**config.mk**
```make
export PLATFORM = sky130hd
export DESIGN_NAME = ctl_front
export DESIGN_NICKNAME = d
export VERILOG_FILES = /design/src/rtl/ctl_pkg.sv /design/src/rtl/ctl_front.sv
export SDC_FILE = /design/constraint.sdc
export NUM_CORES = 1
export LEC_CHECK = 0
export CELL_PAD_IN_SITES_DETAIL_PLACEMENT = 0
export CELL_PAD_IN_SITES_GLOBAL_PLACEMENT = 2
export CORE_MARGIN = 3
export CORE_UTILIZATION = 45
export CTS_BUF_LIST = sky130_fd_sc_hd__clkbuf_16
export DETAILED_ROUTE_END_ITERATION = 6
export DONT_BUFFER_PORTS = 1
export PLACE_DENSITY_LB_ADDON = 0.2
export SLEW_MARGIN = 15
export SYNTH_ARGS = -nofsm -noshare
export SYNTH_HDL_FRONTEND = slang
export SYNTH_SLANG_ARGS = --single-unit
```
**constraint.sdc**
```tcl
create_clock -name clk -period 7.8 [get_ports clk]
set_input_delay 0.39 -clock clk [delete_from_list [all_inputs] [get_ports clk]]
set_output_delay 0.39 -clock clk [all_outputs]
set_load 0.005 [all_outputs]
```
**src/rtl/ctl_pkg.sv**
```systemverilog
// ctl_pkg: shared constants and types for the cache tag lookup block
// no dependencies
`timescale 1ns / 1ps
package ctl_pkg;
	localparam int MAX_SETS = 256;
	localparam int MAX_WAYS = 8;
	localparam int SET_W = $clog2(MAX_SETS);
	localparam int WAY_W = $clog2(MAX_WAYS);
	localparam int MAXSB = $clog2(MAX_SETS);
	localparam int ROW_W = MAX_WAYS * 32;
	localparam int RANK_W = MAX_WAYS * 3;
	localparam int STATE_W = MAX_WAYS + WAY_W;
	localparam int QDEPTH = 2;

	localparam logic [1:0] REG_OFFSET = 2'd0;
	localparam logic [1:0] REG_SETS = 2'd1;
	localparam logic [1:0] REG_WAYS = 2'd2;
	localparam logic [1:0] REG_LRU = 2'd3;

	typedef struct packed {
		logic [SET_W-1:0] set;
		logic [31:0] tag;
		logic [3:0] ways;
		logic lru;
	} req_t;

	typedef struct packed {
		logic hit;
		logic [2:0] way;
		logic [31:0] hit_count;
		logic [31:0] miss_count;
	} res_t;
endpackage

```
**src/rtl/ctl_front.sv**
```systemverilog
// ctl_front: splits the address into set and tag and queues the request
// depends on ctl_pkg
`timescale 1ns / 1ps
module ctl_front (
	input logic clk,
	input logic arst_n,
	input logic push,
	output logic full,
	input logic [31:0] address,
	input logic [4:0] offset_bits,
	input logic [3:0] set_bits,
	input logic [3:0] ways_in_use,
	input logic replace_lru,
	output logic req_valid,
	output ctl_pkg::req_t req,
	input logic req_take
);
	ctl_pkg::req_t q_q [ctl_pkg::QDEPTH];
	logic [1:0] cnt_q;
	logic rd_q, wr_q;
	logic [31:0] line, tag;
	logic [3:0] sb, w;
	ctl_pkg::req_t nr;
	logic do_push;

	always_comb begin
		line = address >> offset_bits;
		sb = (set_bits > 4'(ctl_pkg::MAXSB)) ? 4'(ctl_pkg::MAXSB) : set_bits;
		w = (ways_in_use == 4'd0) ? 4'd1 :
			(ways_in_use > 4'(ctl_pkg::MAX_WAYS)) ? 4'(ctl_pkg::MAX_WAYS) : ways_in_use;
		tag = line >> sb;
		nr.set = ctl_pkg::SET_W'(line & ~(32'hffffffff << sb));
		nr.tag = tag;
		nr.ways = w;
		nr.lru = replace_lru;
	end

	assign full = (cnt_q == 2'(ctl_pkg::QDEPTH));
	assign do_push = push && !full;
	assign req_valid = (cnt_q != 2'd0);
	assign req = q_q[rd_q];

	always_ff @(posedge clk) begin
		if (do_push) q_q[wr_q] <= nr;
	end

	always_ff @(posedge clk or negedge arst_n) begin
		if (!arst_n) begin
			cnt_q <= '0;
			rd_q <= 1'b0;
			wr_q <= 1'b0;
		end else begin
			if (do_push) wr_q <= ~wr_q;
			if (req_take) rd_q <= ~rd_q;
			cnt_q <= cnt_q + 2'(do_push) - 2'(req_take);
		end
	end
endmodule

```
==> impl_results.html, run 1 <==
<table>
<tr><th>Metric</th><th>Value</th></tr>
<tr><th colspan="2">Critical path</th></tr>
<tr><td>Crit Path Class</td><td>input port to register</td></tr>
<tr><td>Cell class contributing the biggest share of worst-path delay</td><td>multiplexers</td></tr>
<tr><td>Crit path top cell by count</td><td>sky130_fd_sc_hd__mux4_2</td></tr>
<tr><td>Worst-path fanout max</td><td>28</td></tr>
<tr><td>Largest incremental delay on the critical path</td><td>0.69 ns</td></tr>
<tr><td>Cell with the largest stage delay on the worst path</td><td>sky130_fd_sc_hd__mux4_2</td></tr>
<tr><td>Critical path data required time</td><td>7.84 ns</td></tr>
<tr><td>Worst setup EP type</td><td>register</td></tr>
<tr><td>Startpoint kind of the worst setup timing path</td><td>input port</td></tr>
<tr><td>Cell-by-cell trace of the critical path</td><td>inv_2, mux4_2, mux2i_1, o221a_2, mux4_2, and2_1, a221oi_2</td></tr>
<tr><td>CP Buf/Inv Count</td><td>1</td></tr>
<tr><td>Worst path arrival time</td><td>2.76 ns</td></tr>
<tr><th colspan="2">Layout</th></tr>
<tr><td>Filler cell count</td><td>1266</td></tr>
<tr><td>Relative area change from synthesis to final layout</td><td>5.28%</td></tr>
<tr><td>Number of antenna repair diodes</td><td>0</td></tr>
<tr><td>Final Instance Count excl. Fillers</td><td>706</td></tr>
<tr><td>Ratio of cells with drive above 1 in the final layout</td><td>0.245</td></tr>
<tr><td>Net count of the finished layout</td><td>573</td></tr>
<tr><th colspan="2">STA</th></tr>
<tr><td>Worst-Margin Slew</td><td>1.12 ns</td></tr>
<tr><td>Setup TNS</td><td>0 ns</td></tr>
<tr><td>F_max</td><td>0.367 GHz</td></tr>
<tr><td>Worst-case clock skew</td><td>0.00617 ns</td></tr>
<tr><td>Number of slew-limit violations in the final report</td><td>0</td></tr>
<tr><td>Final count of negative-setup-slack endpoints</td><td>0</td></tr>
<tr><td>Final worst path period share</td><td>0.349</td></tr>
<tr><td>PnR worst setup slack</td><td>5.08 ns</td></tr>
<tr><td>Fin. Hold Viols</td><td>0</td></tr>
<tr><td>Min Clock Period, post-route</td><td>2.72 ns</td></tr>
<tr><td>Final Hold Slack</td><td>0.121 ns</td></tr>
<tr><td>Slew HR</td><td>0.254</td></tr>
<tr><td>RSZ-0062 raised after global routing</td><td>no</td></tr>
<tr><th colspan="2">Global route</th></tr>
<tr><td>Global-route wire length before repair</td><td>27.4 mm</td></tr>
<tr><td>Pin count of the biggest net entering global routing</td><td>47</td></tr>
<tr><td>Initial antenna violation count</td><td>0</td></tr>
<tr><td>GR Util met3</td><td>0.0548</td></tr>
<tr><td>Remaining Overflow, GRT</td><td>0</td></tr>
<tr><td>Most utilized layer in the global route result</td><td>met2</td></tr>
<tr><td>Vias in the first global route</td><td>4758</td></tr>
<tr><td>GR Layer Usage met1</td><td>0.306</td></tr>
<tr><td>GR Layer Usage met2</td><td>0.339</td></tr>
<tr><td>Total routing usage reported by global routing</td><td>0.222</td></tr>
<tr><th colspan="2">Power</th></tr>
<tr><td>Peak supply drop</td><td>0.000129 V</td></tr>
<tr><td>PD cells</td><td>250 mW/mm^2</td></tr>
<tr><td>Overall power consumption</td><td>1.73 mW</td></tr>
<tr><td>Leakage Power</td><td>2.32 nW</td></tr>
<tr><th colspan="2">Floorplanning</th></tr>
<tr><td>Starting density of the core</td><td>0.467</td></tr>
<tr><td># IOs</td><td>97</td></tr>
<tr><td>DIE HEIGHT</td><td>127 um</td></tr>
<tr><td>Die area</td><td>0.0161 mm^2</td></tr>
<tr><td>Site row count</td><td>43</td></tr>
<tr><td>Die boundary width</td><td>127 um</td></tr>
<tr><td>Placeable Area</td><td>0.0141 mm^2</td></tr>
<tr><th colspan="2">Logic synthesis</th></tr>
<tr><td>Number of synthesized flops with an enable pin</td><td>90</td></tr>
<tr><td>Portion of the post-synthesis area used by sequential elements</td><td>0.425</td></tr>
<tr><td>Number of synthesis warnings</td><td>0</td></tr>
<tr><td>Async set or reset register ratio after synthesis</td><td>0.0426</td></tr>
<tr><td>Xor/xnor share of the synthesized area</td><td>0.00532</td></tr>
<tr><td>Share of Yosys cell area claimed by the top area cell type</td><td>0.410</td></tr>
<tr><td>Post-synthesis share of cell area spent on full adders, half adders and majority gates</td><td>0.00380</td></tr>
<tr><td>Instance count of the mapped netlist</td><td>552</td></tr>
<tr><td>Synthesized cell area</td><td>0.00659 mm^2</td></tr>
<tr><td>Synth area leader</td><td>sky130_fd_sc_hd__edfxtp_1</td></tr>
<tr><td>Mux contribution to synthesized area</td><td>0.279</td></tr>
<tr><td>Complex-gate fraction of the synthesized area</td><td>0.154</td></tr>
<tr><td>Biggest area contributors in the synthesized netlist</td><td>sky130_fd_sc_hd__edfxtp_1, sky130_fd_sc_hd__mux2_2, sky130_fd_sc_hd__mux4_2</td></tr>
<tr><td>Dominant combinational cell family by area after synthesis</td><td>multiplexers</td></tr>
<tr><td>Top flip-flop cell by instance count after synthesis</td><td>sky130_fd_sc_hd__edfxtp_1</td></tr>
<tr><td>Number of synthesized register bits</td><td>94</td></tr>
<tr><td>Average instance area after synthesis</td><td>11.9 um^2</td></tr>
<tr><td>Netlist cell types</td><td>62</td></tr>
<tr><td>Post-Synth Simple-Gate Area</td><td>0.0917</td></tr>
<tr><td>Number of nets produced by synthesis</td><td>604</td></tr>
<tr><th colspan="2">Placement</th></tr>
<tr><td>Post-placement worst setup slack</td><td>4.73 ns</td></tr>
<tr><td>Dpl hpwl</td><td>12.8 mm</td></tr>
<tr><td>Cell count after placement</td><td>689</td></tr>
<tr><td>Gpl congestion</td><td>0.949</td></tr>
<tr><td>Port buffer count</td><td>0</td></tr>
<tr><th colspan="2">Route</th></tr>
<tr><td>Length of the first detailed-routing pass in iterations</td><td>5</td></tr>
<tr><td>Vias</td><td>4771</td></tr>
<tr><td>Drt total wl</td><td>17.8 mm</td></tr>
<tr><td>Number of violations reported at the end of detailed-routing iteration 0</td><td>497</td></tr>
<tr><td>Post-DRT Antenna Nets</td><td>0</td></tr>
<tr><td>Remaining routing DRC violations</td><td>0</td></tr>
<tr><td>Per-cell routed wire length</td><td>25.2 um</td></tr>
<tr><td>Via density</td><td>6.76</td></tr>
<tr><th colspan="2">Clocking</th></tr>
<tr><td>Count of clock tree sinks</td><td>94</td></tr>
<tr><td>Clock latency on the worst-skew pair</td><td>0.35 ns</td></tr>
<tr><td>CTS buffer count</td><td>9</td></tr>
<tr><td>Clock tree from TritonCTS</td><td>done</td></tr>
<tr><td>Max H-tree Level</td><td>3</td></tr>
<tr><td>CTS max path bufs</td><td>2</td></tr>
<tr><td>Clk root buf</td><td>sky130_fd_sc_hd__clkbuf_16</td></tr>
<tr><td>Clock transition at the registers of the reported paths</td><td>0.07 ns</td></tr>
<tr><th colspan="2">Status</th></tr>
<tr><td>Run status</td><td>completed</td></tr>
<tr><th colspan="2">Run</th></tr>
<tr><td>Max-Cap Viols</td><td>0</td></tr>
<tr><th colspan="2">Min path</th></tr>
<tr><td>HP Class</td><td>input port to register</td></tr>
</table>
[cells in the final DEF (no fill, tap or decap), drive strengths merged, types with 10 or more instances in the layout]
cell	n
edfxtp	90
a21oi	35
nor2	50
inv	12
a211oi	14
nand2	32
o21ai	12
nor3	10
mux4	40
o22ai	15
mux2i	23
mux2	59
[routing by layer]
metal  share of wire  vias to the layer above
met3           0.070                       39
li1                -                     2163
met5               0                        -
met1            0.44                     2344
met4           0.030                        0
met2            0.46                      225
[where the power goes]
group	switching (mW)	internal, mW	total, mW	leakage (nW)
Clock	0.201	0.223	0.424	0.137
Sequential	0.0757	0.710	0.786	0.893
Combinational	0.282	0.239	0.522	1.29
Total	0.559	1.17	1.73	2.32
[final timing paths]
check,cells past startpoint,slack (ns),to,from
max,7,5.08,q_q[1][6],offset_bits[2]
min in group asynchronous,1,0.31,wr_q,arst_n
min reg2reg,1,0.49,cnt_q[1],cnt_q[1]
max reg2reg,2,5.93,q_q[1][17],cnt_q[1]
max in group asynchronous,1,7.31,rd_q,arst_n
min,1,0.12,rd_q,req_take
[metrics by stage]
stage          cell area [um^2]  utilization
5_1_grt                    6940        0.492
3_3_place_gp               6630        0.471
2_1_floorplan              6590            -
4_1_cts                    6940        0.492
6_report                   6940        0.492
3_5_place_dp               6630        0.471
[cell usage after synthesis, types with 3 or more instances]
library cell / instances
sky130_fd_sc_hd__nor3_1: 10
sky130_fd_sc_hd__buf_2: 5
sky130_fd_sc_hd__edfxtp_1: 90
sky130_fd_sc_hd__clkbuf_1: 37
sky130_fd_sc_hd__mux2i_1: 23
sky130_fd_sc_hd__nor2b_1: 8
sky130_fd_sc_hd__nand3_1: 5
sky130_fd_sc_hd__and3_1: 4
sky130_fd_sc_hd__inv_1: 9
sky130_fd_sc_hd__and2_1: 6
sky130_fd_sc_hd__o221ai_1: 8
sky130_fd_sc_hd__o22ai_1: 15
sky130_fd_sc_hd__o21a_1: 4
sky130_fd_sc_hd__a21oi_1: 33
sky130_fd_sc_hd__a22oi_1: 7
sky130_fd_sc_hd__a222oi_1: 4
sky130_fd_sc_hd__buf_4: 3
sky130_fd_sc_hd__mux2_2: 59
sky130_fd_sc_hd__xnor2_1: 3
sky130_fd_sc_hd__a221o_1: 4
sky130_fd_sc_hd__o21ai_0: 12
sky130_fd_sc_hd__nand2_1: 32
sky130_fd_sc_hd__o2bb2ai_1: 3
sky130_fd_sc_hd__or2_2: 5
sky130_fd_sc_hd__mux4_1: 11
sky130_fd_sc_hd__mux4_2: 29
sky130_fd_sc_hd__a22o_1: 7
sky130_fd_sc_hd__nor2_1: 50
sky130_fd_sc_hd__a211oi_1: 14
sky130_fd_sc_hd__dfrtp_1: 4
[sequential cells by signal, indices dropped and copies added, names as in the netlist]
signal / flops
rd_q: 1
q_q: 90
wr_q: 1
cnt_q: 2
[cell type report]
class                           count  area (um^2)  share of cell area
Clock buffer                        9          225              0.0325
Multi-Input combinational cell    399         3520               0.508
Timing Repair Buffer                6         47.5             0.00685
Sequential cell                    94         2800               0.404
Clock inverter                      7         68.8             0.00992
Inverter                           11         41.3             0.00595
Tap cell                          180          225              0.0325
[repair_timing]
action | 4_1_cts | 5_1_grt
buffers inserted | 0 | 0
gates resized for setup | 0 | 0
endpoints found under the hold margin | 4 | 0
hold buffers | 1 | 0
[cell families after synthesis]
family                     Yosys count
xor gates and xnor gates             4
and+or+nand+nor                    131
buffers and inverters               59
muxes                              122
DFF                                 94
AOI/OAI and AO/OA                  140
adders and majority gates            2
Note: power is estimated with default switching activity, not from simulation.
==> run 2: changes to the inputs <==
Settings changed: CORE_UTILIZATION 45 to 43.
Clock period 7.8 ns to 2.77 ns, I/O delays scaled along.
==> run 2 against run 1 <==
Against the previous run:
- setup slack lost 4.6 ns
- sequential cell count unchanged
- non-clock buffer count increased by 29
- routed wire length rose by 3.2%
- cell count grew 4.7%
- critical endpoint is now q_q[0][11]
- largest power group unchanged
- highest routed layer unchanged
==> impl_results.html, run 2 (synthesis gave the netlist of run 1 again) <==
<table>
<tr><th>Metric</th><th>Value</th></tr>
<tr><th colspan="2">Clocking</th></tr>
<tr><td>Max H-tree Level</td><td>3 (unchanged)</td></tr>
<tr><td>Clock transition at the registers of the reported paths</td><td>0.07 ns (about the same)</td></tr>
<tr><td>Count of clock tree sinks</td><td>94 (unchanged)</td></tr>
<tr><td>Clock tree from TritonCTS</td><td>done</td></tr>
<tr><td>Number of setup buffers added after CTS</td><td>0 (unchanged)</td></tr>
<tr><td>CTS buffer count</td><td>9 (unchanged)</td></tr>
<tr><td>Clk root buf</td><td>sky130_fd_sc_hd__clkbuf_16</td></tr>
<tr><td>CTS max path bufs</td><td>2 (unchanged)</td></tr>
<tr><td>Clock latency on the worst-skew pair</td><td>0.35 ns (about the same)</td></tr>
<tr><th colspan="2">Route</th></tr>
<tr><td>Per-cell routed wire length</td><td>24.8 um (-1.4%)</td></tr>
<tr><td>Number of violations reported at the end of detailed-routing iteration 0</td><td>502 (+1.0%)</td></tr>
<tr><td>Length of the first detailed-routing pass in iterations</td><td>5 (unchanged)</td></tr>
<tr><td>Remaining routing DRC violations</td><td>0 (unchanged)</td></tr>
<tr><td>Vias</td><td>4919 (+3.1%)</td></tr>
<tr><td>Drt total wl</td><td>18.3 mm (+3.2%)</td></tr>
<tr><td>Via density</td><td>6.66 (-1.5%)</td></tr>
<tr><td>Post-DRT Antenna Nets</td><td>0 (unchanged)</td></tr>
<tr><th colspan="2">STA</th></tr>
<tr><td>Final worst path period share</td><td>0.824</td></tr>
<tr><td>RSZ-0062 raised after global routing</td><td>no</td></tr>
<tr><td>Final Hold Slack</td><td>0.0256 ns (-0.0956 ns)</td></tr>
<tr><td>Fin. Hold Viols</td><td>0 (unchanged)</td></tr>
<tr><td>Worst-case clock skew</td><td>0.00664 ns (+0.000462 ns)</td></tr>
<tr><td>Slew HR</td><td>0.379 (+0.125)</td></tr>
<tr><td>F_max</td><td>0.438 GHz</td></tr>
<tr><td>Setup TNS</td><td>0 ns (unchanged)</td></tr>
<tr><td>Min Clock Period, post-route</td><td>2.28 ns</td></tr>
<tr><td>Worst-Margin Slew</td><td>0.929 ns (-0.191 ns)</td></tr>
<tr><td>Number of slew-limit violations in the final report</td><td>0 (unchanged)</td></tr>
<tr><td>Final count of negative-setup-slack endpoints</td><td>0 (unchanged)</td></tr>
<tr><th colspan="2">Layout</th></tr>
<tr><td>Number of flip-flops in the largest register</td><td>90 (unchanged)</td></tr>
<tr><td>Number of antenna repair diodes</td><td>0 (unchanged)</td></tr>
<tr><td>Commonest non-fill, non-tap cells in the layout</td><td>sky130_fd_sc_hd__edfxtp_1, sky130_fd_sc_hd__mux2_2, sky130_fd_sc_hd__nor2_1, sky130_fd_sc_hd__a21oi_1, sky130_fd_sc_hd__nand2_1</td></tr>
<tr><td>Relative area change from synthesis to final layout</td><td>9.04%</td></tr>
<tr><td>Commonest non-fill, non-tap cell in the layout</td><td>sky130_fd_sc_hd__edfxtp_1</td></tr>
<tr><td>Largest registers ranked by flip-flop count</td><td>q_q (90), cnt_q (2)</td></tr>
<tr><td>Ratio of cells with drive above 1 in the final layout</td><td>0.276 (+0.0304)</td></tr>
<tr><td>Register ranked first by flip-flop count</td><td>q_q</td></tr>
<tr><td>Net count of the finished layout</td><td>602 (+5.1%)</td></tr>
<tr><th colspan="2">Critical path</th></tr>
<tr><td>Cell count of the worst reg-to-reg path</td><td>4 (+2)</td></tr>
<tr><td>R2r setup slk</td><td>1.10 ns (-4.83 ns)</td></tr>
<tr><td>Worst setup EP type</td><td>register</td></tr>
<tr><td>Critical path data required time</td><td>2.82 ns (-5.02 ns)</td></tr>
<tr><td>Crit Path Class</td><td>input port to register</td></tr>
<tr><td>Reg2Reg Launch Point</td><td>cnt_q[1]</td></tr>
<tr><td>Reg-to-Reg End</td><td>q_q[0][17]</td></tr>
<tr><td>Start point of the critical path</td><td>offset_bits[0]</td></tr>
<tr><td>Capture point of the critical path</td><td>q_q[0][11]</td></tr>
<tr><td>Worst-path fanout max</td><td>40 (+43%)</td></tr>
<tr><td>Worst path arrival time</td><td>2.33 ns (-0.43 ns)</td></tr>
<tr><td>Startpoint kind of the worst setup timing path</td><td>input port</td></tr>
<tr><th colspan="2">Global route</th></tr>
<tr><td>Global-route wire length before repair</td><td>27.9 mm (+1.8%)</td></tr>
<tr><td>Total routing usage reported by global routing</td><td>0.220 (-0.00203)</td></tr>
<tr><td>Pin count of the biggest net entering global routing</td><td>46 (-2.1%)</td></tr>
<tr><td>Initial antenna violation count</td><td>0 (unchanged)</td></tr>
<tr><td>Remaining Overflow, GRT</td><td>0 (unchanged)</td></tr>
<tr><td>Vias in the first global route</td><td>4833 (+1.6%)</td></tr>
<tr><th colspan="2">Power</th></tr>
<tr><td>Leakage Power</td><td>2.46 nW (+6.0%)</td></tr>
<tr><td>PD cells</td><td>687 mW/mm^2 (+180%)</td></tr>
<tr><td>Peak supply drop</td><td>0.000373 V (+190%)</td></tr>
<tr><th colspan="2">Floorplanning</th></tr>
<tr><td>Site row count</td><td>44 (+2.3%)</td></tr>
<tr><td>Die area</td><td>0.0168 mm^2 (+4.4%)</td></tr>
<tr><td>Placeable Area</td><td>0.0148 mm^2 (+4.7%)</td></tr>
<tr><td># IOs</td><td>97 (unchanged)</td></tr>
<tr><td>Starting density of the core</td><td>0.447 (-0.0209)</td></tr>
<tr><td>Die boundary width</td><td>130 um (+2.2%)</td></tr>
<tr><td>DIE HEIGHT</td><td>130 um (+2.2%)</td></tr>
<tr><th colspan="2">Placement</th></tr>
<tr><td>Port buffer count</td><td>0 (unchanged)</td></tr>
<tr><td>Gpl congestion</td><td>0.947 (-0.21%)</td></tr>
<tr><td>Dpl hpwl</td><td>13.3 mm (+4.0%)</td></tr>
<tr><th colspan="2">Min path</th></tr>
<tr><td>HP Class</td><td>input port to register</td></tr>
<tr><th colspan="2">Run</th></tr>
<tr><td>Max-Cap Viols</td><td>0 (unchanged)</td></tr>
<tr><th colspan="2">Status</th></tr>
<tr><td>Run status</td><td>completed</td></tr>
</table>
[run 2: cell count changes in the layout (fill, tap and decap cells not counted), sizes merged]
| cell | before | now |
|---|---|---|
| buf | 5 | 29 |
| dlygate4sd3 | 1 | 6 |
[run 2: worst min path at each step]
| stage | endpoint | cells past startpoint | from |
|---|---|---|---|
| 4_1_cts | q_q[1][36] | 1 | set_bits[1] |
| 6_report | q_q[0][36] | 1 | set_bits[1] |
| 2_1_floorplan | cnt_q[0] | 0 | arst_n |
| 3_5_place_dp | cnt_q[0] | 0 | arst_n |
| 5_1_grt | q_q[0][36] | 1 | set_bits[1] |
| 3_3_place_gp | wr_q | 0 | arst_n |
[run 2: layer usage]
| metal | part of all wire | up-vias | track usage |
|---|---|---|---|
| met5 | 0 | - | 0 |
| met4 | 0.029 | 0 | 0.0960 |
| met3 | 0.071 | 29 | 0.0487 |
| met2 | 0.46 | 220 | 0.338 |
| met1 | 0.44 | 2454 | 0.301 |
| li1 | - | 2216 | - |
[run 2: critical path: stages]
cell and delay [ns]:
sky130_fd_sc_hd__mux4_1 0.63, sky130_fd_sc_hd__mux2i_1 0.36, sky130_fd_sc_hd__o22ai_1 0.15, sky130_fd_sc_hd__a21oi_1 0.34, sky130_fd_sc_hd__buf_4 0.19, sky130_fd_sc_hd__a211oi_1 0.07, sky130_fd_sc_hd__a21oi_1 0.27, sky130_fd_sc_hd__a222oi_1 0.17
[run 2: timing repair]
| action | 4_1_cts | 5_1_grt |
|---|---|---|
| gates resized for setup | 0 | 0 |
| hold endpoints to repair | 26 | 0 |
| hold buffers | 6 | 0 |
[run 2: cell type report]
class | instances | area (um^2)
Clock buffer | 9 | 225
Clock inverter | 7 | 68.8
Fill cell | 1337 | 7570
Inverter | 11 | 41.3
Multi-Input combinational cell | 399 | 3520
Sequential cell | 94 | 2800
Tap cell | 184 | 230
Timing Repair Buffer | 35 | 290
[run 2: power by group]
part | switching [mW] | internal (mW) | leakage (nW)
clock | 0.565 | 0.628 | 0.137
sequential | 0.132 | 2.00 | 0.893
combinational | 0.890 | 0.723 | 1.43
total | 1.59 | 3.35 | 2.46
[run 2: per-stage QoR]
stage	utilization	cells	total power, mW	instance area (um^2)	worst slack [ns]
detailed placement	0.463	717	3.79	6830	0.161
CTS	0.487	739	5.01	7180	0.550
finish	0.487	739	4.94	7180	0.488
global route	0.487	739	5.20	7180	0.392
global placement	0.463	717	3.76	6830	0.110
floorplan	-	552	3.38	6590	0.220
